**config.mk**
```make
export PLATFORM = sky130hd
export DESIGN_NAME = tmbr_front_flat
export DESIGN_NICKNAME = d
export VERILOG_FILES = /design/src/rtl/assert_macros.svh /design/src/rtl/tmbr_pkg.sv /design/src/rtl/tmbr_in_if.sv /design/src/rtl/tmbr_front.sv /design/src/flat_wrapper.sv
export SDC_FILE = /design/constraint.sdc
export NUM_CORES = 1
export LEC_CHECK = 0
export ABC_AREA = 1
export BUFFER_PORTS_ARGS = -buffer_cell sky130_fd_sc_hd__buf_2
export CAP_MARGIN = 20
export CORE_UTILIZATION = 33
export DETAILED_ROUTE_END_ITERATION = 16
export PLACE_DENSITY = 0.8
export SYNTH_ARGS = -nofsm -noshare
export SYNTH_HDL_FRONTEND = slang
export SYNTH_SLANG_ARGS = --single-unit
```
**constraint.sdc**
```tcl
create_clock -name vclk -period 1.8
set_input_delay 0.45 -clock vclk [all_inputs]
set_output_delay 0.45 -clock vclk [all_outputs]
set_load 0.01 [all_outputs]
```
**src/rtl/assert_macros.svh**
```systemverilog
// Assertion macros for the RTL file that carries concurrent checks.
// No dependencies; each macro takes a label, a clock and an active-low reset.
`ifndef ASSERT_MACROS_SVH
`define ASSERT_MACROS_SVH

// Same-cycle implication, disabled while reset is asserted.
`define TMBR_ASSERT_IMP(name, clk, rst_n, ante, cons) \
    name: assert property (@(posedge clk) disable iff (!(rst_n)) (ante) |-> (cons)) \
        else $error("same-cycle implication failed");

// Next-cycle implication, disabled while reset is asserted.
`define TMBR_ASSERT_NXT(name, clk, rst_n, ante, cons) \
    name: assert property (@(posedge clk) disable iff (!(rst_n)) (ante) |=> (cons)) \
        else $error("next-cycle implication failed");

`endif

```
**src/rtl/tmbr_pkg.sv**
```systemverilog
// Shared types and constants of the tile map background renderer.
// No dependencies; every other RTL file but tmbr_out_if and the assertion macros imports this package.
package tmbr_pkg;

    localparam int VRAM_BYTES         = 8192;
    localparam int VRAM_AW            = $clog2(VRAM_BYTES);
    localparam int BANK_AW            = VRAM_AW - 1;
    localparam int SCREEN_COLUMNS_DEF = 160;

    localparam int QUEUE_DEPTH = 4;
    localparam int QPTR_W      = $clog2(QUEUE_DEPTH);
    localparam int QCNT_W      = $clog2(QUEUE_DEPTH + 1);

    localparam int APB_AW = 4;
    localparam int APB_DW = 32;

    localparam logic [1:0] REG_HSCROLL      = 2'd0;
    localparam logic [1:0] REG_VSCROLL      = 2'd1;
    localparam logic [1:0] REG_MAP_SELECT   = 2'd2;
    localparam logic [1:0] REG_SIGNED_TILES = 2'd3;

    localparam logic MODE_WRITE  = 1'b0;
    localparam logic MODE_RENDER = 1'b1;

    // Both tile maps sit above 0x1800; map_select supplies address bit 10.
    localparam logic [1:0]         MAP_BASE_HI = 2'b11;
    localparam logic [VRAM_AW-1:0] SIGNED_BASE = 13'h0800;
    localparam logic [7:0]         TILE_SIGN   = 8'h80;
    localparam logic [2:0]         BIT_MSB     = 3'd7;

    typedef enum logic [0:0] {
        KIND_WRITE  = 1'b0,
        KIND_RENDER = 1'b1
    } t_kind;

    typedef struct packed {
        logic [7:0] hscroll;
        logic [7:0] vscroll;
        logic       map_select;
        logic       signed_tiles;
    } t_cfg;

    typedef struct packed {
        t_kind              kind;
        logic [VRAM_AW-1:0] addr;
        logic [7:0]         data;
        logic [7:0]         line;
        logic [7:0]         column;
        logic [2:0]         row;
        logic [2:0]         fx;
    } t_cmd;

    typedef struct packed {
        logic              valid;
        logic              full;
        logic [QCNT_W-1:0] count;
    } t_q_stat;

endpackage

```
**src/rtl/tmbr_in_if.sv**
```systemverilog
// Input item channel: valid/ready handshake with the write and render fields.
// Depends on tmbr_pkg for the address width.
interface tmbr_in_if;
    import tmbr_pkg::*;

    logic               valid;
    logic               ready;
    logic               mode;
    logic [VRAM_AW-1:0] mem_addr;
    logic [7:0]         mem_data;
    logic [7:0]         line;
    logic [7:0]         column;

    modport source (output valid, mode, mem_addr, mem_data, line, column, input ready);
    modport sink   (input valid, mode, mem_addr, mem_data, line, column, output ready);
endinterface

```
**src/rtl/tmbr_front.sv**
```systemverilog
// Front end: accepts items, drops renders past the line end, scrolls and
// forms the tile map address. Depends on tmbr_pkg and tmbr_in_if.
module tmbr_front #(
    parameter int SCREEN_COLUMNS = tmbr_pkg::SCREEN_COLUMNS_DEF
) (
    tmbr_in_if.sink        i_item,
    input  tmbr_pkg::t_cfg i_cfg,
    input  logic           i_q_full,
    output logic           o_push,
    output tmbr_pkg::t_cmd o_cmd
);
    import tmbr_pkg::*;

    localparam logic [8:0] COL_LIMIT = 9'(SCREEN_COLUMNS);

    logic [7:0] w_bg_x;
    logic [7:0] w_bg_y;
    logic       w_in_line;

    assign i_item.ready = !i_q_full;

    assign w_bg_x    = i_item.column + i_cfg.hscroll;
    assign w_bg_y    = i_item.line + i_cfg.vscroll;
    assign w_in_line = {1'b0, i_item.column} < COL_LIMIT;

    always_comb begin
        o_cmd.data   = i_item.mem_data;
        o_cmd.line   = i_item.line;
        o_cmd.column = i_item.column;
        o_cmd.row    = w_bg_y[2:0];
        o_cmd.fx     = w_bg_x[2:0];
        unique case (i_item.mode)
            MODE_RENDER: begin
                o_cmd.kind = KIND_RENDER;
                o_cmd.addr = {MAP_BASE_HI, i_cfg.map_select, w_bg_y[7:3], w_bg_x[7:3]};
                o_push     = i_item.valid && !i_q_full && w_in_line;
            end
            default: begin
                o_cmd.kind = KIND_WRITE;
                o_cmd.addr = i_item.mem_addr;
                o_push     = i_item.valid && !i_q_full;
            end
        endcase
    end
endmodule

```
**src/flat_wrapper.sv**
```systemverilog
// flat-port wrapper written by rule: the top's interface ports become plain ports
module tmbr_front_flat import tmbr_pkg::*;
#(
    parameter int SCREEN_COLUMNS = tmbr_pkg::SCREEN_COLUMNS_DEF
)
  (i_cfg, i_q_full, o_push, o_cmd, i_item_valid, i_item_mode, i_item_mem_addr, i_item_mem_data, i_item_line, i_item_column, i_item_ready);
  tmbr_in_if i_item_i ();
  input  tmbr_pkg::t_cfg i_cfg;
  input  logic i_q_full;
  output logic o_push;
  output tmbr_pkg::t_cmd o_cmd;
  input wire logic [$bits(i_item_i.valid)-1:0] i_item_valid;
  input wire logic [$bits(i_item_i.mode)-1:0] i_item_mode;
  input wire logic [$bits(i_item_i.mem_addr)-1:0] i_item_mem_addr;
  input wire logic [$bits(i_item_i.mem_data)-1:0] i_item_mem_data;
  input wire logic [$bits(i_item_i.line)-1:0] i_item_line;
  input wire logic [$bits(i_item_i.column)-1:0] i_item_column;
  output wire logic [$bits(i_item_i.ready)-1:0] i_item_ready;
  assign i_item_i.valid = i_item_valid;
  assign i_item_i.mode = i_item_mode;
  assign i_item_i.mem_addr = i_item_mem_addr;
  assign i_item_i.mem_data = i_item_mem_data;
  assign i_item_i.line = i_item_line;
  assign i_item_i.column = i_item_column;
  assign i_item_ready = i_item_i.ready;
  tmbr_front #(.SCREEN_COLUMNS(SCREEN_COLUMNS)) u_core (.i_item(i_item_i), .i_cfg(i_cfg), .i_q_full(i_q_full), .o_push(o_push), .o_cmd(o_cmd));
endmodule
```
# Yosys cells after proc, flatten, opt, wreduce, memory -nomap -nowiden
# Index checks and enable logic that the tools add are counted.
word_totals:
  elab_cells: 8
  ff_bits: 0
  input_bits: 58
classes:
  reduce_logical: 3
  muxes: 2
  order_cmp: 1
  n_addsub: 2
op_table:
  columns: ["operator", "count"]
  rows:
  - ["adder 8 bit", 2]
  - ["two-way mux 14 bit", 1]
  - ["less-than comparator 8 bit, second input constant", 1]
  - ["logical AND 1 bit", 2]
  - ["zero test 1 bit", 1]
  - ["two-way mux 1 bit", 1]

# Depth between registers and ports, before layout
depth:
  ltp_word: 4
  depth_mapped: 9

# Least setup slack after synthesis
# Ideal clock, no wire load.
synth_timing:
  kind: "input -> output"
  start: "input port i_item_column[0]"
  end: "output port o_cmd[31] in the netlist's numbering"
  arrival_time_ps: 1585
  stages: 8
  required_time_ps: 1350
  n_path_buf: 0
  setup_slack_ps: -235
  cell_sequence: "ha_1 fa_1 nand2_1 nand2_1 and2_4 nand2_2 nand2_1 o21ai_1"
synth_lines:
  columns: ["item", "line", "text"]
  rows:
  - ["start, declared", "flat_wrapper.sv:17", "input wire logic [$bits(i_item_i.column)-1:0] i_item_column;"]
  - ["end, declared", "flat_wrapper.sv:11", "output tmbr_pkg::t_cmd o_cmd;"]

==> out/qor.txt <==
Avg Vias per Cell = 4.66
layout cell share with drive strength beyond 1 = 0.689
Power Density = 333 mW/mm²
vias in the first global route = 1112
antenna violations before repair = 0
nets = 320
Sw Ratio = 0.474
Synth top area share = 0.218
# fillers = 238
Syn Area/Cell = 5.98 µm²
Netlist cell types = 20
Starting DRT DRC Count = 22
endpoints failing setup = 12
crit path buf inv count = 2
Post-Place Cells = 274
Syn Std Cell Area = 981 µm²
core footprint = 0.00278 mm²
critical path class = in2out
maximum clock frequency = 467 MHz
Critical Path RT = 1.35 ns
cell family with most CP delay = simple AND/OR/NAND/NOR gates
register area share after synthesis = 0
cell taking the most area after synthesis = nand2_1
post-route minimum period = 2.14 ns
Pre-antenna DRT Iters = 4
RSZ-0062 raised after global routing = yes
Antenna Nets Post-Route = 0
via count = 1282
Final Hold Fails = 0
n_diodes = 0
leakage = 1.01 nW
share of total power in the clock network = 0
Area growth, synth to finish = 92.2%
CP Capture Type = output pin
first-pass GRT wire length = 4610 µm
top post-synthesis cells by area = nand2_1 (22%), buf_4 (19%), ha_1 (18%), nand3_1 (6.1%), inv_1 (6.1%)
largest net degree at the start of global routing = 13
adder-cell share of the synthesized area = 0.219
max-capacitance violation count = 0
die area = 0.00319 mm²
drt total wl = 3150 µm
Die H = 56.5 µm
synthesis warning total = 0
Sw Pwr = 0.297 mW
compound-gate portion of the synthesized area = 0.0663
I/O Buffers = 87
crit-path cells = buf_6 -> ha_4 -> fa_2 -> nand2_2 -> nand2_2 -> nand3b_1 -> nand3b_1 -> nand3_2 -> nand2_2 -> buf_6
failing checks = setup timing
Total GRT Usage = 0.175
hold buffers post-CTS = 0
wire length per cell = 11.5 µm
xor/xnor cell area share of the yosys netlist = 0.0536
FF/Latch Area = 0 µm²
sequential share of power = 0
power share of the combinational group = 1.000
post-synthesis mux area share = 0
Final Non-Filler Cells = 275
Slew headroom = 0.847
Syn Nets = 238
Internal Power = 0.330 mW
Initial Utilization = 0.353
DRC viols = 0
Ports = 104
most frequent CP cell = nand2_2
largest family of logic cells by synthesized area = simple AND/OR/NAND/NOR gates
slowest stage cell on the critical path = fa_2
Worst-Margin Slew = 0.227 ns
DIE WIDTH = 56.5 µm
seq_cells = 0
RD Place Congestion = 0.794
grt ovf = 0
Final WS setup = -0.340 ns
dpl ws = -0.369 ns
hpwl dp = 2060 µm
fin. max-slew vios = 0
crit share post-route = 1.19
CP peak stage delay = 0.35 ns
peak supply drop = 236 µV
cells after synthesis = 164
CP startpoint kind = primary input
multi-input logic area = 0.00105 mm²
Crit Path Max Fanout = 2
row count = 19
clk_buf instances = 0
status = finished, violations left
simple-gate share of the synthesized area = 0.389
worst hold path class = in2out
crit path DAT = 1.69 ns
cells in the final DEF (no fill, tap or decap), drive strengths merged:
master,Yosys,final
buf,26,107
nand2,59,59
inv,16,16
ha,14,14
nand3,12,12
nor2,6,6
a21oi,6,6
o21ai,5,5
xnor2,4,4
nand3b,4,4
or2,4,4
xor2,2,2
and2,2,2
fa,2,2
o211a,1,1
area by class of cell:
type | instances | share of cell area
Timing Repair Buffer | 107 | 0.392
Multi-Input combinational cell | 121 | 0.555
Tap cell | 31 | 0.0206
Inverter | 16 | 0.0319
what timing repair did:
| item | 4_1_cts | 5_1_grt |
|---|---|---|
| gates resized for setup | 51 | 30 |
| pin swaps | 30 | 16 |
| cloned | 0 | 0 |
| setup buffers | 2 | 0 |
| endpoints found under the setup margin | 14 | 13 |
| hold endpoints to repair | 0 | 0 |
Yosys cell counts (3+ instances only):
| cell | number |
|---|---|
| nand2_1 | 57 |
| buf_4 | 25 |
| inv_1 | 16 |
| ha_1 | 14 |
| nand3_1 | 12 |
| a21oi_1 | 6 |
| nor2_1 | 6 |
| nand3b_1 | 4 |
| xnor2_1 | 4 |
| o21ai_0 | 3 |
power groups by stage:
stage | logic (mW) | registers [mW] | clock network [mW]
2_1_floorplan | 0.303 | 0 | 0
3_3_place_gp | 0.455 | 0 | 0
3_5_place_dp | 0.463 | 0 | 0
4_1_cts | 0.565 | 0 | 0
5_1_grt | 0.683 | 0 | 0
6_report | 0.627 | 0 | 0
worst paths after layout:
kind         to  cells past startpoint  slack (ns)                from
min   o_cmd[25]                      0        0.90  i_item_mem_data[3]
max   o_cmd[33]                     10       -0.34    i_item_column[0]
per-stage QoR:
stage	setup TNS [ns]	util	area (µm²)	hold slack [ns]	total power [mW]
floorplan	-0.325	-	1020	0.951	0.303
global placement	-2.95	0.525	1460	0.900	0.455
detailed placement	-3.05	0.525	1460	0.900	0.463
CTS	-2.01	0.636	1770	0.900	0.565
global route	-2.87	0.678	1890	0.900	0.683
finish	-2.15	0.678	1890	0.900	0.627
kinds of logic after synthesis:
kind of cell | count (synthesis)
AND/OR/NAND/NOR | 87
XOR/XNOR | 6
buffers and inverters | 43
AO/OA/AOI/OAI | 12
adder cells (fa/ha/maj) | 16
per-layer routing:
layer | vias up | global-route usage | routed length [µm]
met2 | 54 | 0.366 | 1820
li1 | 657 | - | -
met3 | 2 | 0.0161 | 193
met4 | 0 | 0.0209 | 12
met5 | - | 0 | 0
met1 | 569 | 0.188 | 1130
(Power assumes the default switching activity.)
