==> src/rtl/assert_macros.svh <==
// Assertion macros for the RTL file that carries concurrent checks.
// No dependencies; each macro takes a label, a clock and an active-low reset.
`ifndef ASSERT_MACROS_SVH
`define ASSERT_MACROS_SVH

// Same-cycle implication, disabled while reset is asserted.
`define TMBR_ASSERT_IMP(name, clk, rst_n, ante, cons) \
    name: assert property (@(posedge clk) disable iff (!(rst_n)) (ante) |-> (cons)) \
        else $error("same-cycle implication failed");

// Next-cycle implication, disabled while reset is asserted.
`define TMBR_ASSERT_NXT(name, clk, rst_n, ante, cons) \
    name: assert property (@(posedge clk) disable iff (!(rst_n)) (ante) |=> (cons)) \
        else $error("next-cycle implication failed");

`endif

==> src/rtl/tmbr_pkg.sv <==
// Shared types and constants of the tile map background renderer.
// No dependencies; every other RTL file but tmbr_out_if and the assertion macros imports this package.
package tmbr_pkg;

    localparam int VRAM_BYTES         = 8192;
    localparam int VRAM_AW            = $clog2(VRAM_BYTES);
    localparam int BANK_AW            = VRAM_AW - 1;
    localparam int SCREEN_COLUMNS_DEF = 160;

    localparam int QUEUE_DEPTH = 4;
    localparam int QPTR_W      = $clog2(QUEUE_DEPTH);
    localparam int QCNT_W      = $clog2(QUEUE_DEPTH + 1);

    localparam int APB_AW = 4;
    localparam int APB_DW = 32;

    localparam logic [1:0] REG_HSCROLL      = 2'd0;
    localparam logic [1:0] REG_VSCROLL      = 2'd1;
    localparam logic [1:0] REG_MAP_SELECT   = 2'd2;
    localparam logic [1:0] REG_SIGNED_TILES = 2'd3;

    localparam logic MODE_WRITE  = 1'b0;
    localparam logic MODE_RENDER = 1'b1;

    // Both tile maps sit above 0x1800; map_select supplies address bit 10.
    localparam logic [1:0]         MAP_BASE_HI = 2'b11;
    localparam logic [VRAM_AW-1:0] SIGNED_BASE = 13'h0800;
    localparam logic [7:0]         TILE_SIGN   = 8'h80;
    localparam logic [2:0]         BIT_MSB     = 3'd7;

    typedef enum logic [0:0] {
        KIND_WRITE  = 1'b0,
        KIND_RENDER = 1'b1
    } t_kind;

    typedef struct packed {
        logic [7:0] hscroll;
        logic [7:0] vscroll;
        logic       map_select;
        logic       signed_tiles;
    } t_cfg;

    typedef struct packed {
        t_kind              kind;
        logic [VRAM_AW-1:0] addr;
        logic [7:0]         data;
        logic [7:0]         line;
        logic [7:0]         column;
        logic [2:0]         row;
        logic [2:0]         fx;
    } t_cmd;

    typedef struct packed {
        logic              valid;
        logic              full;
        logic [QCNT_W-1:0] count;
    } t_q_stat;

endpackage

==> src/rtl/tmbr_queue.sv <==
// Short command queue that decouples the front end from the memory pipeline.
// Depends on tmbr_pkg.
module tmbr_queue (
    input  logic              i_clk,
    input  logic              i_rst_n,
    input  logic              i_push,
    input  tmbr_pkg::t_cmd    i_cmd,
    input  logic              i_pop,
    output tmbr_pkg::t_cmd    o_cmd,
    output tmbr_pkg::t_q_stat o_stat
);
    import tmbr_pkg::*;

    t_cmd              r_mem [QUEUE_DEPTH];
    logic [QPTR_W-1:0] r_wp;
    logic [QPTR_W-1:0] r_rp;
    logic [QCNT_W-1:0] r_cnt;

    assign o_cmd        = r_mem[r_rp];
    assign o_stat.count = r_cnt;
    assign o_stat.valid = r_cnt != '0;
    assign o_stat.full  = r_cnt == QCNT_W'(QUEUE_DEPTH);

    always_ff @(posedge i_clk) begin
        if (i_push) begin
            r_mem[r_wp] <= i_cmd;
        end
    end

    always_ff @(posedge i_clk) begin
        if (!i_rst_n) begin
            r_wp  <= '0;
            r_rp  <= '0;
            r_cnt <= '0;
        end else begin
            if (i_push) begin
                r_wp <= r_wp + 1'b1;
            end
            if (i_pop) begin
                r_rp <= r_rp + 1'b1;
            end
            if (i_push && !i_pop) begin
                r_cnt <= r_cnt + 1'b1;
            end else if (!i_push && i_pop) begin
                r_cnt <= r_cnt - 1'b1;
            end
        end
    end
endmodule

==> config.mk <==
export PLATFORM = sky130hd
export DESIGN_NAME = tmbr_queue
export DESIGN_NICKNAME = d
export VERILOG_FILES = /design/src/rtl/assert_macros.svh /design/src/rtl/tmbr_pkg.sv /design/src/rtl/tmbr_queue.sv
export SDC_FILE = /design/constraint.sdc
export NUM_CORES = 1
export LEC_CHECK = 0
export BUFFER_PORTS_ARGS = -buffer_cell sky130_fd_sc_hd__buf_4
export CORE_UTILIZATION = 50
export CTS_CLUSTER_SIZE = 30
export DETAILED_ROUTE_END_ITERATION = 6
export PLACE_DENSITY = 0.75
export SLEW_MARGIN = 15
export SYNTH_ARGS = -nofsm -noshare
export SYNTH_HDL_FRONTEND = slang
export SYNTH_SLANG_ARGS = --single-unit
==> constraint.sdc <==
create_clock -name i_clk -period 5.9 [get_ports i_clk]
set_input_delay 1.18 -clock i_clk [delete_from_list [all_inputs] [get_ports i_clk]]
set_output_delay 1.18 -clock i_clk [all_outputs]
set_load 0.05 [all_outputs]
* Word-level counts from Yosys, hierarchy flattened
Memories as Yosys holds them, arrays and structs flattened. A register that Yosys moved wholly into a read port is not among the register bits.
Index checks and enable logic that the tools add are counted.
** Storage, ports and cells
- Bits in registers :: 7
- Bits in writable memories :: 176
- Input bits :: 48
- Output and inout port bits :: 49
- Word-level logic and storage cells :: 21
- Memories kept :: 1
** Memories
- r_mem :: words 4, bits a word 44, read ports 1, clocked after memory_dff 1, wr ports 1, line tmbr_queue.sv:14 : t_cmd r_mem [QUEUE_DEPTH];
** Operators by class
- Add/subtract/negate cells :: 4
- Equality and inequality tests :: 1
- Muxes and demuxes :: 6
- Reductions and logical operators :: 6
** Operators by type and width (number)
- 3-bit two-way mux :: 2
- 2-bit by 1-bit adder with 2-bit output (second input constant) :: 2
- 2-bit two-way mux :: 2
- 3-bit by 1-bit adder with 3-bit output (second input constant) :: 1
- 3-bit == test (second input constant) :: 1
- 3-bit nonzero test :: 1
- 3-bit by 1-bit subtractor with 3-bit output (second input constant) :: 1
- 1-bit logical AND :: 2
- 1-bit logical NOT :: 2
- 1-bit two-way mux :: 2
- 2-bit nonzero test :: 1

* Longest topological paths before layout
Gate-level depths: netlist of the first run.
- Depth in word-level cells :: 4
- Gate-level depth with buffers :: 7
- Mapped depth without buffers :: 7

* Worst setup path before layout of the first run
OpenSTA, ideal clock, no wires.
- Path type :: register to output
- From :: reg r_cnt[2]
- To :: out o_stat[3] in the netlist's numbering
- Data arrival time :: 1.869 ns
- Required time :: 4.720 ns
- Setup slack :: 2.851 ns
- Cell stages (with the launch flop) :: 2
- Path buffers :: 0
- Cell sequence :: dfxtp_1 > nor3b_1
** RTL lines
- from (decl) :: line tmbr_queue.sv:17 : logic [QCNT_W-1:0] r_cnt;
- from (signal assigned) :: line tmbr_queue.sv:43 : r_cnt <= r_cnt + 1'b1;
- from (signal assigned) :: line tmbr_queue.sv:45 : r_cnt <= r_cnt - 1'b1;
- to (decl) :: line tmbr_queue.sv:10 : output tmbr_pkg::t_q_stat o_stat

==> results.md, run 1 <==
- Status: finished clean
- Tot GR Track Use: 17.2%
- Hold/Removal Path Class: flip-flop to flip-flop
- Hold Fails Final Rpt: 0
- DR DRC count: 0
- Clock sinks: 185
- WL final: 11200 um
- R2R depth: 4
- Fmax: 292 MHz
- Worst slew pin tran: 906 ps
- CTS Buffer Depth: 2
- Grt total ovfl: 0
- Max-Cap Viols: 0
- Core area: 0.0133 mm^2
- Antenna violations before repair: 1
- Area grow syn2layout: 21.2%
- Die H: 119 um
- RSZ-0062 raised after global routing: no
- Nets: 437
- Worst EP arrival: 2250 ps
- WS Path Type: flip-flop to output pin
- Clk pin slew, worst setup/hold paths: 70 ps
- Leakage: 2.85 nW
- Final core occ: 62.5%
- Pwr dens: 373 mW/mm^2
- CTS tree: built
- Pin count of the biggest net entering global routing: 45
- Final HPWL DP: 6680 um
- Setup_tns: 0 ps
- Row cnt: 42
- Post-synth top area share: 77.1%
- Global-route wire length before repair: 17500 um
- Syn nets: 327
- Syn Area/Cell: 25.1 um^2
- YS warnings: 0
- Share of cells above drive strength 1: 44.4%
- Slew Limit Headroom: 39.6%
- Die Wd: 119 um
- Initial Util: 51.6%
- Syn Inst Count: 273
- CP max-delay cell: dfxtp_4
- DR pass1 iterations: 4
- Gates resized, CTS repair: 0
- Via/cell ratio: 5.25
- CP required: 4720 ps
- I/O Pins: 97
- Sequential-to-total area share from yosys stat: 79.7%
- Multi-input logic area: 0.00126 mm^2
- CP endpoint kind: output pin
- CTS hold repair buffers: 0
- Skew final: 5.91 ps
- Area leader, netlist: edfxtp_1
- Final Cycle Share: 58.1%
- Vias in the first global route: 3195
- Cell breakdown of the critical path: mux4_1, buf_4
- Mapped cell area: 0.00685 mm^2
- Clock root buffer: clkbuf_16
- Clock Latency Late Sink: 420 ps
- Fin area: 0.00830 mm^2
- Flip-flop and latch area: 0.00547 mm^2
- Top cells by area, synth: edfxtp_1 (77%), mux4_2 (13%), dfxtp_1 (2.6%)
- Distinct cells, synth: 21
- Peak VDD IR: 0.180 mV
- Fillers: 922
- Critical path fanouts, max: 44
- Seq cells post-synth: 185
- Vias post-DR: 3008
- WHS Path Cells: 2
- Post-DRT Antenna Nets: 0
- PortBufs: 96
- H-tree levels: 4
- Clock period minus worst slack: 3430 ps
- DR iter-0 viols: 214
- GPL Wtd Cong: 0.640
- Final setup violation count: 0
- Die ar.: 0.0142 mm^2
- DP Area: 0.00773 mm^2
- CTS buffer count: 17
- Post-CTS Setup Inserts: 0
- Wire per inst: 19.6 um
- CP Launch Type: flip-flop
- Critical Path Max Stage Delay: 960 ps
- Slew Limit Fails: 0
- Final Power: 3.10 mW
registers in the layout (all words and copies together) (netlist names), named ones only:
| name | flops |
|---|---|
| r_wp | 2 |
| r_cnt | 3 |
| r_mem | 176 |
| r_rp | 2 |
worst max-delay path: cells and delay by family, from the launching register on:
family	cells	cell delay, ps
buffers and inverters	1	210
DFF	1	960
muxes	1	660
Yosys cell counts:
| library cell | number |
|---|---|
| and2_1 | 9 |
| mux2i_1 | 2 |
| nand2_1 | 1 |
| nor2b_1 | 2 |
| buf_12 | 4 |
| buf_2 | 4 |
| or3_1 | 2 |
| mux4_1 | 4 |
| buf_6 | 1 |
| xnor2_1 | 2 |
| mux4_2 | 40 |
| fa_1 | 1 |
| clkbuf_2 | 1 |
| edfxtp_1 | 176 |
| dfxtp_1 | 9 |
| inv_1 | 4 |
| ha_1 | 5 |
| o21ai_0 | 1 |
| nor3b_1 | 1 |
| xor2_1 | 3 |
| a21boi_0 | 1 |
area by class of cell:
type | count | share of cell area [%]
Clock buffer | 18 | 5.17
Tap cell | 176 | 2.65
Clock inverter | 14 | 1.76
Multi-Input combinational cell | 74 | 15.2
Antenna cell | 1 | 0.0301
Inverter | 4 | 0.181
Sequential cell | 185 | 65.9
Timing Repair Buffer | 101 | 9.13
layout by cell type (no fill, tap or decap), types with 2 or more instances in the layout:
cell and n:
edfxtp_1 176, buf_4 101, mux4_2 40, clkbuf_16 17, dfxtp_1 7, and2_1 5
ha_1 5, inv_1 4, and2_2 4, mux4_1 4, inv_6 4, xor2_1 3
clkinv_4 3, or3_1 2, xnor2_1 2, mux2i_1 2, nor2b_1 2, bufinv_16 2
clkinv_1 2, clkinv_2 2
where the power goes:
group / internal, mW / switching, mW / total, mW
Sequential: 1.51 / 0.0399 / 1.55
Clock: 0.626 / 0.463 / 1.09
Combinational: 0.170 / 0.293 / 0.463
path summary, 6_finish.rpt:
check | startpoint | endpoint | slack, ps
min | r_cnt[2] | r_cnt[2] | 530
min reg2reg | r_cnt[2] | r_cnt[2] | 530
max reg2reg | r_wp[0] | r_mem[2][35] | 4020
max | flip-flop | o_cmd[30] | 2470
metrics by stage:
stage               hold slack [ps]  std cells  worst slack (ps)
floorplan                       528        273              2850
global placement                507        540              2840
detailed placement              520        540              2850
CTS                             533        572              2390
global route                    591        572              2310
finish                          528        573              2470
kinds of logic (layout without fill, tap and decap cells):
kind of cell | count (synthesis) | in the layout | share of synthesized area, %
DFF | 185 | 185 | 79.7
muxes | 46 | 46 | 15.0
and+or+nand+nor | 15 | 15 | 1.35
buffers and inverters | 14 | 137 | 1.92
adders and majority gates | 6 | 6 | 1.20
xor gates and xnor gates | 5 | 5 | 0.639
AOI/OAI and AO/OA | 2 | 2 | 0.183
other | 0 | 1 | 0
metal layers:
layer,global-route usage (%),vias to the layer above,wire length [um]
li1,-,1369,-
met5,0,-,0
met4,6.65,0,137
met3,5.65,11,615
met2,27.6,82,5580
met1,21.9,1546,4870
Note: power is estimated with default switching activity, not from simulation.
==> inputs of run 2 (changes only) <==
clock period = 3.4 ns   (was 5.9 ns; I/O delays follow)
==> results.md, run 2 (same netlist as run 1, synthesis figures left out) <==
- Reg-to-reg slack, setup: 1770 ps (-2250 ps)
- Row cnt: 42 (unchanged)
- Slew Limit Headroom: 52.7% (+13 points)
- Hold/Removal Path Class: primary input to flip-flop
- H-tree levels: 4 (unchanged)
- Area grow syn2layout: 22.3%
- Clock root buffer: clkbuf_16
- R2r startpoint: r_wp[0]
- CP max-delay cell: dfxtp_4
- Commonest non-fill, non-tap cells in the layout: edfxtp_1 (176), buf_4 (104), mux4_2 (40), clkbuf_16 (17), dfxtp_1 (7)
- Setup_tns: 0 ps (unchanged)
- Grt total ovfl: 0 (unchanged)
- R2r endpoint: r_mem[0][8]
- Clock sinks: 185 (unchanged)
- Worst EP arrival: 2200 ps (-50 ps)
- CP required: 2720 ps (-2000 ps)
- Vias in the first global route: 3336 (+4.4%)
- Status: finished clean
- WHS Path Cells: 1 (-1)
- Hold Fails Final Rpt: 0 (unchanged)
- R2R depth: 4 (unchanged)
- Leakage: 2.89 nW (+1.4%)
- Hold Worst Slack: 458 ps (-69.7 ps)
- Antenna violations before repair: 1 (unchanged)
- DR DRC count: 0 (unchanged)
- HP Start: i_cmd[19]
- Worst slew pin tran: 710 ps (-196 ps)
- Peak VDD IR: 0.355 mV (+97%)
- Critical Path Max Stage Delay: 630 ps (-330 ps)
- Die ar.: 0.0142 mm^2 (unchanged)
- Wire per inst: 20.3 um (+3.8%)
- DP Cell Count: 545 (+0.93%)
- Final Power: 5.47 mW (+77%)
- Skew final: 4.70 ps (-1.21 ps)
- Post-DRT Antenna Nets: 0 (unchanged)
- Commonest non-fill, non-tap cell in the layout: edfxtp_1
- DR iter-0 viols: 217 (+1.4%)
- Largest registers: r_mem (176), r_cnt (3)
- Die Wd: 119 um (unchanged)
- CTS Buffer Depth: 2 (unchanged)
- Nets: 442 (+1.1%)
- Pwr dens: 653 mW/mm^2 (+75%)
- Critical path fanouts, max: 24 (-45%)
- Vias post-DR: 3096 (+2.9%)
- Die H: 119 um (unchanged)
- Hold EP: r_mem[1][19]
- Final non-filler cell total: 577 (+0.70%)
- Clock period minus worst slack: 2880 ps
- I/O Pins: 97 (unchanged)
- DR pass1 iterations: 4 (unchanged)
- GPL Wtd Cong: 0.676 (+5.7%)
- Core area: 0.0133 mm^2 (unchanged)
- Largest Register: r_mem
- CTS buffer count: 17 (unchanged)
- CTS tree: built
- WS Path Type: flip-flop to output pin
- Post-CTS Setup Inserts: 0 (unchanged)
- Final setup violation count: 0 (unchanged)
- Global-route wire length before repair: 18100 um (+4.0%)
- PortBufs: 96 (unchanged)
- Initial Util: 51.6% (unchanged)
- WL final: 11700 um (+4.5%)
- Final Cycle Share: 84.7%
- Max-Cap Viols: 0 (unchanged)
- Fillers: 889 (-3.6%)
- CTS hold repair buffers: 0 (unchanged)
- Clk pin slew, worst setup/hold paths: 60 ps (about the same)
- Slew Limit Fails: 0 (unchanged)
- CP Launch Type: flip-flop
- Final HPWL DP: 7190 um (+7.7%)
- Fmax: 347 MHz
- Tot GR Track Use: 18.0% (+0.77 points)
- Number of flip-flops under the largest register name: 176 (unchanged)
- Cell breakdown of the critical path: buf_12, mux4_1, buf_4
- CP endpoint kind: output pin
- Pin count of the biggest net entering global routing: 29 (-36%)
- RSZ-0062 raised after global routing: no
- Share of cells above drive strength 1: 44.3% (-0.19 points)
- Via/cell ratio: 5.37 (+2.2%)
- Clock Latency Late Sink: 420 ps (about the same)
- Gates resized, CTS repair: 0 (unchanged)
run 2: cell count changes in the layout (fill, tap and decap cells not counted), sizes merged:
| cell | previous run | this run |
|---|---|---|
| buf | 101 | 106 |
| clkinv | 7 | 6 |
| bufinv | 2 | 4 |
| inv | 8 | 4 |
| clkbuf | 18 | 20 |
run 2: critical path: cells and delay by family, from the launching register on:
family,cells,cell delay [ps]
flip-flops,1,630
multiplexers,1,620
buffers and inverters,2,510
run 2: metal layers:
metal / track usage, % / vias up / wire length, um
li1: - / 1378 / -
met4: 6.41 / 0 / 163
met2: 28.9 / 83 / 5920
met5: 0 / - / 0
met1: 23.2 / 1623 / 5030
met3: 5.65 / 12 / 597
run 2: report_power, final:
group          internal, mW  switching (mW)
Clock                  1.21           0.756
Sequential             2.61          0.0586
Combinational         0.307           0.524
Total                  4.14            1.34
run 2: layout make-up:
type	instances	area, um^2	area share, %
multi-input cells	74	1260	15.1
inverters	4	15.0	0.179
clock inverters	11	154	1.84
repair buffers	106	821	9.79
clock buffers	20	437	5.21
flip-flops and latches	185	5470	65.3
well taps	176	220	2.63
diodes	1	2.50	0.0299
run 2: how the worst max path moves through the flow:
stage	end	slack, ps	cells after the start
floorplan	o_stat[3]	850	1
global placement	o_cmd[39]	960	3
detailed placement	o_cmd[39]	920	3
CTS	o_cmd[39]	460	3
global route	o_cmd[39]	390	3
finish	o_cmd[39]	520	3
run 2: per-stage QoR:
| stage | utilization [%] | instance area, um^2 | worst slack (ps) |
|---|---|---|---|
| after floorplan | - | 6850 | 851 |
| after global routing | 63.0 | 8380 | 390 |
| after detailed placement | 58.6 | 7790 | 916 |
| final | 63.0 | 8380 | 521 |
| after CTS | 63.0 | 8380 | 457 |
| after global placement | 58.6 | 7790 | 964 |
