**config.mk**
```make
export PLATFORM = sky130hd
export DESIGN_NAME = tmbr_cfg
export DESIGN_NICKNAME = d
export VERILOG_FILES = /design/src/rtl/assert_macros.svh /design/src/rtl/tmbr_pkg.sv /design/src/rtl/tmbr_cfg.sv
export SDC_FILE = /design/constraint.sdc
export NUM_CORES = 1
export LEC_CHECK = 0
export BUFFER_PORTS_ARGS = -buffer_cell sky130_fd_sc_hd__buf_2
export CELL_PAD_IN_SITES_DETAIL_PLACEMENT = 1
export CELL_PAD_IN_SITES_GLOBAL_PLACEMENT = 2
export CORE_ASPECT_RATIO = 1.4
export CORE_MARGIN = 2
export CORE_UTILIZATION = 19
export CTS_CLUSTER_DIAMETER = 200
export DETAILED_ROUTE_END_ITERATION = 10
export MAX_ROUTING_LAYER = met4
export PLACE_DENSITY_LB_ADDON = 0.1
export SLEW_MARGIN = 30
export SYNTH_ARGS = -nofsm -noshare
export SYNTH_HDL_FRONTEND = slang
export SYNTH_SLANG_ARGS = --single-unit
```
**constraint.sdc**
```tcl
create_clock -name i_clk -period 1.5 [get_ports i_clk]
set_clock_uncertainty 0.05 [all_clocks]
set_input_delay 0.3 -clock i_clk [delete_from_list [all_inputs] [get_ports i_clk]]
set_output_delay 0.3 -clock i_clk [all_outputs]
set_load 0.05 [all_outputs]
```
**src/rtl/assert_macros.svh**
```systemverilog
// Assertion macros for the RTL file that carries concurrent checks.
// No dependencies; each macro takes a label, a clock and an active-low reset.
`ifndef ASSERT_MACROS_SVH
`define ASSERT_MACROS_SVH

// Same-cycle implication, disabled while reset is asserted.
`define TMBR_ASSERT_IMP(name, clk, rst_n, ante, cons) \
    name: assert property (@(posedge clk) disable iff (!(rst_n)) (ante) |-> (cons)) \
        else $error("same-cycle implication failed");

// Next-cycle implication, disabled while reset is asserted.
`define TMBR_ASSERT_NXT(name, clk, rst_n, ante, cons) \
    name: assert property (@(posedge clk) disable iff (!(rst_n)) (ante) |=> (cons)) \
        else $error("next-cycle implication failed");

`endif

```
**src/rtl/tmbr_pkg.sv**
```systemverilog
// Shared types and constants of the tile map background renderer.
// No dependencies; every other RTL file but tmbr_out_if and the assertion macros imports this package.
package tmbr_pkg;

    localparam int VRAM_BYTES         = 8192;
    localparam int VRAM_AW            = $clog2(VRAM_BYTES);
    localparam int BANK_AW            = VRAM_AW - 1;
    localparam int SCREEN_COLUMNS_DEF = 160;

    localparam int QUEUE_DEPTH = 4;
    localparam int QPTR_W      = $clog2(QUEUE_DEPTH);
    localparam int QCNT_W      = $clog2(QUEUE_DEPTH + 1);

    localparam int APB_AW = 4;
    localparam int APB_DW = 32;

    localparam logic [1:0] REG_HSCROLL      = 2'd0;
    localparam logic [1:0] REG_VSCROLL      = 2'd1;
    localparam logic [1:0] REG_MAP_SELECT   = 2'd2;
    localparam logic [1:0] REG_SIGNED_TILES = 2'd3;

    localparam logic MODE_WRITE  = 1'b0;
    localparam logic MODE_RENDER = 1'b1;

    // Both tile maps sit above 0x1800; map_select supplies address bit 10.
    localparam logic [1:0]         MAP_BASE_HI = 2'b11;
    localparam logic [VRAM_AW-1:0] SIGNED_BASE = 13'h0800;
    localparam logic [7:0]         TILE_SIGN   = 8'h80;
    localparam logic [2:0]         BIT_MSB     = 3'd7;

    typedef enum logic [0:0] {
        KIND_WRITE  = 1'b0,
        KIND_RENDER = 1'b1
    } t_kind;

    typedef struct packed {
        logic [7:0] hscroll;
        logic [7:0] vscroll;
        logic       map_select;
        logic       signed_tiles;
    } t_cfg;

    typedef struct packed {
        t_kind              kind;
        logic [VRAM_AW-1:0] addr;
        logic [7:0]         data;
        logic [7:0]         line;
        logic [7:0]         column;
        logic [2:0]         row;
        logic [2:0]         fx;
    } t_cmd;

    typedef struct packed {
        logic              valid;
        logic              full;
        logic [QCNT_W-1:0] count;
    } t_q_stat;

endpackage

```
**src/rtl/tmbr_cfg.sv**
```systemverilog
// APB-style register file for scroll offsets, map select and tile numbering.
// Depends on tmbr_pkg.
module tmbr_cfg (
    input  logic                         i_clk,
    input  logic                         i_rst_n,
    input  logic                         psel,
    input  logic                         penable,
    input  logic                         pwrite,
    input  logic [tmbr_pkg::APB_AW-1:0]  paddr,
    input  logic [tmbr_pkg::APB_DW-1:0]  pwdata,
    output logic [tmbr_pkg::APB_DW-1:0]  prdata,
    output logic                         pready,
    output tmbr_pkg::t_cfg               o_cfg
);
    import tmbr_pkg::*;

    t_cfg       r_cfg;
    t_cfg       n_cfg;
    logic       w_wr;
    logic [1:0] w_idx;

    assign pready = 1'b1;
    assign w_wr   = psel && penable && pwrite;
    assign w_idx  = paddr[3:2];
    assign o_cfg  = r_cfg;

    always_comb begin
        n_cfg = r_cfg;
        if (w_wr) begin
            unique case (w_idx)
                REG_HSCROLL:      n_cfg.hscroll      = pwdata[7:0];
                REG_VSCROLL:      n_cfg.vscroll      = pwdata[7:0];
                REG_MAP_SELECT:   n_cfg.map_select   = pwdata[0];
                REG_SIGNED_TILES: n_cfg.signed_tiles = pwdata[0];
                default:          n_cfg = r_cfg;
            endcase
        end
    end

    always_ff @(posedge i_clk) begin
        if (!i_rst_n) begin
            r_cfg <= '0;
        end else begin
            r_cfg <= n_cfg;
        end
    end

    always_comb begin
        unique case (w_idx)
            REG_HSCROLL:      prdata = {24'd0, r_cfg.hscroll};
            REG_VSCROLL:      prdata = {24'd0, r_cfg.vscroll};
            REG_MAP_SELECT:   prdata = {31'd0, r_cfg.map_select};
            REG_SIGNED_TILES: prdata = {31'd0, r_cfg.signed_tiles};
            default:          prdata = '0;
        endcase
    end
endmodule

```
# After elaboration in Yosys (flattened, before gate mapping)
# Cells that the tools add are included.
op_classes:
  n_eq_ne: 3
  n_mux: 1
  n_reduce_logical: 7
op_table:
  columns: ["operator", "n"]
  rows:
  - ["$pmux W32 S4", 1]
  - ["$reduce_and A2 Y1", 4]
  - ["$eq A2 B2 Y1 const B", 2]
  - ["$eq A2 B1 Y1 const B", 1]
  - ["$logic_and A1 B1 Y1", 2]
  - ["$logic_not A2 Y1", 1]
totals:
  regBits: 18
  inputBits: 41
  output_inout_bits: 51
  wordCells: 15

# Logic depth before layout (Yosys ltp)
# Gate-level depths: netlist (run 1).
depth:
  word_depth: 3
  mapped_depth: 5

# Least setup slack after synthesis (run 1)
# No wires, ideal clock.
synth_timing:
  path_kind: "reg2out"
  from: "register r_cfg, in the netlist o_cfg[3]"
  to: "output port prdata[1] (netlist bit)"
  arrival_time_ns: 1.434
  required_time_ns: 1.150
  path_slack_ns: -0.284
  stages_incl_launch_ff: 3
  n_path_buf: 0
  path_cell_list: "dfxtp_1 mux2i_1 nor2_1"
synth_via:
  elab_chain_cells: 1
synth_lines:
  columns: ["item", "line", "text"]
  rows:
  - ["from (decl)", "tmbr_cfg.sv:17", "t_cfg r_cfg;"]
  - ["from (signal assigned)", "tmbr_cfg.sv:44", "r_cfg <= n_cfg;"]
  - ["$pmux W32 S4", "tmbr_cfg.sv:49", "unique case (w_idx)"]
  - ["to (decl)", "tmbr_cfg.sv:11", "output logic [tmbr_pkg::APB_DW-1:0] prdata,"]
# Every way passes these cells. The select of a mux whose other input is x is not followed.

# Worst setup path in the final report (run 1)
layout_timing:
  from: "register r_cfg, in the netlist o_cfg[2]"
  to: "output port prdata[0] (netlist bit)"
# The elaborated chain is that of the path after synthesis.

==> metrics.csv, run 1 <==
stage,metric,value,unit
outcome,status,"finished, violations left",
outcome,violated checks,setup timing,
grt,Tot GR Track Use,0.0961,
routing,wire per inst,12.6,µm
power,Total Power,1.16,mW
synthesis,"top cells by area, synth","dfxtp_1, mux2i_1, buf_4",
synthesis,flop and latch count out of synthesis,18,
sta,worst setup margin,-74.3,ps
routing,DRT Pass-1 Iters,2,
die,Die Ht,92.7,µm
critical_path,signal arrival time at the worst endpoint,1220,ps
power,maximum VDD drop,0.000227,V
routing,DR vias,857,
critical_path,R2R setup slack,760,ps
finish,"commonest non-fill, non-tap cells in the layout","buf_2, nand2_1, conb_1, mux2i_1, dfxtp_1",
run,max cap viols,0,
placement,GP Congestion,0.683,
die,chip width,67.3,µm
finish,ratio of cells with drive above 1 in the final layout,0.420,
clock_network,Skew-Pair Late Insertion Delay,250,ps
placement,Final HPWL DP,2.21,mm
power,Power Dens Cells,837,nW/µm²
routing,DRT iter0 DRCs,24,
synthesis,Unique masters post-synth,18,
finish,max reg flops,18,
clock_network,H-tree depth,1,
clock_network,CTS Sinks,18,
critical_path,"Max FO, Critical Path",2,
clock_network,CTS tree,done,
clock_network,post-cts hold buffer count,0,
grt,first-pass GRT wire length,4.34,mm
critical_path,CP Capture Type,primary output,
die,die footprint,6240,µm²
sta,Achievable Freq,635,MHz
finish,P&R area growth vs syn,29.5,%
finish,"most common cell after layout, fill and taps aside",buf_2,
routing,Vias/cell,3.81,
sta,Fin Hold WS,265,ps
synthesis,synthesized cell area,1070,µm²
clock_network,total CTS buffers,3,
power,leak pwr,0.681,nW
synthesis,"Seq/Total Area, Yosys",0.338,
die,row count,32,
placement,count of input and output buffers,40,
sta,hold violation count in the final report,0,
clock_network,Bufs on Longest Clock Path,2,
routing,DRC,0,
sta,Tmin final,1570,ps
sta,final setup fails,1,
sta,RSZ-0062 raised after global routing,true,
die,placeable core area,5490,µm²
clock_network,Worst-path clk slew,70,ps
finish,ant diodes,0,
sta,Final Cycle Share,1.05,
sta,Final Slew Violations,0,
synthesis,share of the synthesized area in the top cell type,0.338,
routing,Routed Antenna Nets,0,
critical_path,Required @ worst endpoint,1150,ps
die,Initial Utilization,0.195,
grt,largest net degree at the start of global routing,16,
grt,grt total ovfl,0,
finish,layout net count,199,
synthesis,"Warnings, synthesis",0,
synthesis,syn_area_per_cell,9.20,µm²
critical_path,CP startpoint kind,flop,
routing,WL final,2.83,mm
min_path,Tightest Hold Check Type,input pin to flop,
grt,number of global-route vias before repair,862,
synthesis,Synth area leader,dfxtp_1,
grt,antenna violations before repair,0,
critical_path,critical path class,flop to primary output,
clock_network,CTS root buffer,clkbuf_8,
synthesis,Post-Syn Instances,116,
die,Ports,92,
-- cells in the mapped netlist (all sizes together) --
cell type / number
clkbuf: 1
nand4: 2
conb: 2
dfxtp: 18
mux4: 1
nor2b: 1
inv: 1
and4: 1
o211ai: 1
nor2: 8
buf: 30
mux2i: 24
o31ai: 1
nand2: 25
-- logic make-up after synthesis --
kind of cell    count (synthesis)  synth area share
simple gates                   37             0.165
other cells                     2           0.00704
buf+inv                        32             0.226
compound gates                  2            0.0141
flops                          18             0.338
mux                            25             0.250
-- final cells by class --
class	count	area (µm²)
Multi-Input combinational cell	89	612
Tap cell	68	85.1
Sequential cell	18	364
Inverter	1	3.75
Clock buffer	4	55.1
Fill cell	656	4100
Timing Repair Buffer	45	263
-- power breakdown --
| group | switching, mW | internal [mW] |
|---|---|---|
| Sequential | 0.00482 | 0.484 |
| Clock | 0.160 | 0.233 |
| Combinational | 0.226 | 0.0484 |
-- metal layers --
layer,vias to the layer above,part of all wire,GRT usage
met2,35,0.57,0.176
met1,411,0.36,0.101
li1,409,-,-
met3,2,0.057,0.0146
met4,0,0.0099,0.0357
met5,-,0,-
-- per-stage QoR --
step	instances	TNS (ps)	worst slack (ps)	area (µm²)	util
floorplan	139	0	2.54	1210	-
global placement	220	-77.6	-27.4	1280	0.234
detailed placement	220	-191	-36.1	1280	0.234
CTS	225	-90.0	-90.0	1360	0.248
global route	225	-124	-124	1380	0.252
finish	225	-74.3	-74.3	1380	0.252
-- what timing repair did --
item / 4_1_cts / 5_1_grt
setup endpoints to repair: 8 / 6
resized for setup: 7 / 7
buffers inserted: 1 / 0
-- critical path: stages, from the launching register on --
cell,delay [ps]
dfxtp_2,330
mux4_2,470
buf_8,170
-- path summary, 6_finish.rpt --
kind,to,cells after the start,startpoint
max,prdata[0],2,o_cfg[2]$_SDFFE_PN0P_
min,o_cfg[5]$_SDFFE_PN0P_,3,pwdata[3]
max reg2reg,o_cfg[2]$_SDFFE_PN0P_,3,o_cfg[2]$_SDFFE_PN0P_
min reg2reg,o_cfg[0]$_SDFFE_PN0P_,2,o_cfg[0]$_SDFFE_PN0P_
Power figures use the tool's default switching activity.
==> run 2: changes to the inputs <==
--- a/config.mk
+++ b/config.mk
@@ -5,14 +5,15 @@
 export SDC_FILE = /design/constraint.sdc
 export NUM_CORES = 1
 export LEC_CHECK = 0
-export BUFFER_PORTS_ARGS = -buffer_cell sky130_fd_sc_hd__buf_2
+export ABC_AREA = 1
 export CELL_PAD_IN_SITES_DETAIL_PLACEMENT = 1
 export CELL_PAD_IN_SITES_GLOBAL_PLACEMENT = 2
 export CORE_ASPECT_RATIO = 1.4
 export CORE_MARGIN = 2
-export CORE_UTILIZATION = 19
+export CORE_UTILIZATION = 28
 export CTS_CLUSTER_DIAMETER = 200
 export DETAILED_ROUTE_END_ITERATION = 10
+export DONT_BUFFER_PORTS = 1
 export MAX_ROUTING_LAYER = met4
 export PLACE_DENSITY_LB_ADDON = 0.1
 export SLEW_MARGIN = 30
==> run 2 against run 1 <==
Net effect:
- the flow now finishes without violations
- synthesized area is 2.5% higher
- sequential power is 1% higher
- clock-buffer cell count is 1 lower
- sequential share of layout area is 2.7 points higher
- setup slack better by 190 ps
- cell count is 2.2% lower
- synthesized cell count is 36% higher
- via count is 15% higher
- maximum frequency is 14% higher
- global-route usage is 3.6 points higher
- register-to-register slack worse by 100 ps
- largest power group unchanged
==> metrics.csv, run 2 <==
stage,metric,value,unit
finish,"commonest non-fill, non-tap cells in the layout","nor2_1, nand2_1, conb_1, buf_4, nand3_1",
grt,grt peak-use layer,met2,
placement,Final HPWL DP,2.21,mm
finish,layout net count,221,
synthesis,asr flop ratio synth,0,
die,row count,26,
critical_path,CP Capture Type,primary output,
clock_network,Skew-Pair Late Insertion Delay,250,ps
die,Die Ht,77.9,µm
critical_path,"Max FO, Critical Path",14,
outcome,status,"finished, final reports clean",
synthesis,"Seq/Total Area, Yosys",0.330,
placement,Placement Cell Area,1210,µm²
die,die footprint,4430,µm²
synthesis,number of synthesized flops with an enable pin,0,
critical_path,critical path class,input pin to primary output,
sta,RSZ-0062 raised after global routing,false,
synthesis,share of the synthesized area in the top cell type,0.330,
grt,number of global-route vias before repair,936,
critical_path,reg2reg start,o_cfg[1]$_SDFFE_PN0P_,
sta,Final Slew Violations,0,
finish,ratio of cells with drive above 1 in the final layout,0.242,
power,Total Power,1.13,mW
grt,first-pass GRT wire length,4.47,mm
synthesis,Synth area leader,dfxtp_1,
min_path,hold path start,i_rst_n,
clock_network,"Gates resized, CTS repair",0,
critical_path,R2R setup slack,660,ps
grt,antenna violations before repair,0,
routing,DRT Pass-1 Iters,4,
power,maximum VDD drop,0.000394,V
placement,Place WS,95.2,ps
synthesis,Unique masters post-synth,16,
clock_network,CTS tree,done,
sta,Final Cycle Share,0.923,
clock_network,Post-CTS Setup Inserts,0,
clock_network,CTS Sinks,18,
routing,Routed Antenna Nets,0,
clock_network,post-cts hold buffer count,0,
run,max cap viols,0,
grt,grt total ovfl,0,
routing,DR vias,982,
power,leak pwr,0.622,nW
routing,wire per inst,12.8,µm
synthesis,syn_area_per_cell,6.92,µm²
sta,hold violation count in the final report,0,
die,Initial Utilization,0.295,
critical_path,Required @ worst endpoint,1150,ps
min_path,Tightest Hold Check Type,input pin to flop,
grt,GR Util met2,0.234,
min_path,Min-Delay Endpoint,o_cfg[1]$_SDFFE_PN0P_,
sta,Achievable Freq,723,MHz
synthesis,flop and latch count out of synthesis,18,
grt,Tot GR Track Use,0.132,
synthesis,Post-Syn Instances,158,
clock_network,H-tree depth,1,
die,placeable core area,3710,µm²
sta,final setup fails,0,
finish,max reg flops,18,
critical_path,signal arrival time at the worst endpoint,1030,ps
routing,DRT iter0 DRCs,22,
finish,ant diodes,0,
finish,P&R area growth vs syn,14.3,%
synthesis,Commonest cells post-synth,"nor2_1, buf_4, nand2_1",
critical_path,R2R cell count,3,
die,chip width,56.8,µm
grt,met1 GRT Util,0.142,
synthesis,synthesized cell area,1090,µm²
grt,met3 Usage GRT,0.0250,
synthesis,"Warnings, synthesis",0,
clock_network,Bufs on Longest Clock Path,2,
clock_network,total CTS buffers,3,
routing,WL final,2.82,mm
sta,Tmin final,1380,ps
finish,fin area,1250,µm²
grt,largest net degree at the start of global routing,21,
routing,DRC,0,
critical_path,CP startpoint kind,input pin,
clock_network,Worst-path clk slew,70,ps
clock_network,CTS root buffer,clkbuf_8,
placement,GP Congestion,0.732,
critical_path,worst r2r dst,o_cfg[1]$_SDFFE_PN0P_,
die,Ports,92,
sta,Fin Hold WS,107,ps
synthesis,"top cells by area, synth","dfxtp_1, buf_4, nor2_1",
power,Power Dens Cells,906,nW/µm²
finish,"most common cell after layout, fill and taps aside",nor2_1,
sta,total negative slack,0,ps
routing,Vias/cell,4.46,
placement,count of input and output buffers,0,
synthesis,top-count cell post-synth,nor2_1,
synthesis,Synth Flop Type,dfxtp_1,
sta,worst setup margin,116,ps
min_path,hold path depth,2,
[run 2: worst max-delay path, cell delays in order]
cell and delay (ps):
nor2_4 310, nand2_1 110, nand4_1 160, buf_12 150
[run 2: power breakdown]
part / total [mW] / switching [mW] / internal, mW
clock: 0.338 / 0.160 / 0.178
sequential: 0.494 / 0.00538 / 0.489
combinational: 0.300 / 0.248 / 0.0514
[run 2: layout make-up]
| class | instances | area, µm² |
|---|---|---|
| Tap cell | 42 | 52.6 |
| Sequential cell | 18 | 363 |
| Fill cell | 496 | 2460 |
| Multi-Input combinational cell | 120 | 548 |
| Clock buffer | 3 | 41.3 |
| Inverter | 12 | 45.0 |
| Timing Repair Buffer | 25 | 200 |
[run 2: layer usage]
layer | up-vias | routed length [µm]
met5 | - | 0
met4 | 0 | 42
met3 | 4 | 203
met2 | 43 | 1500
met1 | 451 | 1080
li1 | 484 | -
[run 2: how the worst max path moves through the flow]
stage / from / end / slack [ps] / depth (start not counted)
after floorplan: o_cfg[10]$_SDFFE_PN0P_ / prdata[0] / 30 / 2
after global placement: paddr[3] / prdata[0] / 110 / 4
after detailed placement: paddr[3] / prdata[0] / 100 / 4
after CTS: paddr[3] / prdata[0] / 90 / 4
after global routing: paddr[3] / prdata[0] / 50 / 4
final: paddr[3] / prdata[0] / 120 / 4
[run 2: cell families (layout without fill, tap and decap cells)]
logic type             after synthesis  in the layout  share of synthesized area
flip-flops                          18             18                      0.330
AO/OA/AOI/OAI                        9              9                     0.0652
AND/OR/NAND/NOR                     86             86                      0.342
buffers and inverters               43             40                      0.256
other                                2             25                    0.00687
[run 2: metrics by stage]
stage	instances	utilization
final	220	0.337
after global routing	220	0.337
after CTS	220	0.337
after detailed placement	217	0.326
after global placement	217	0.326
after floorplan	181	-
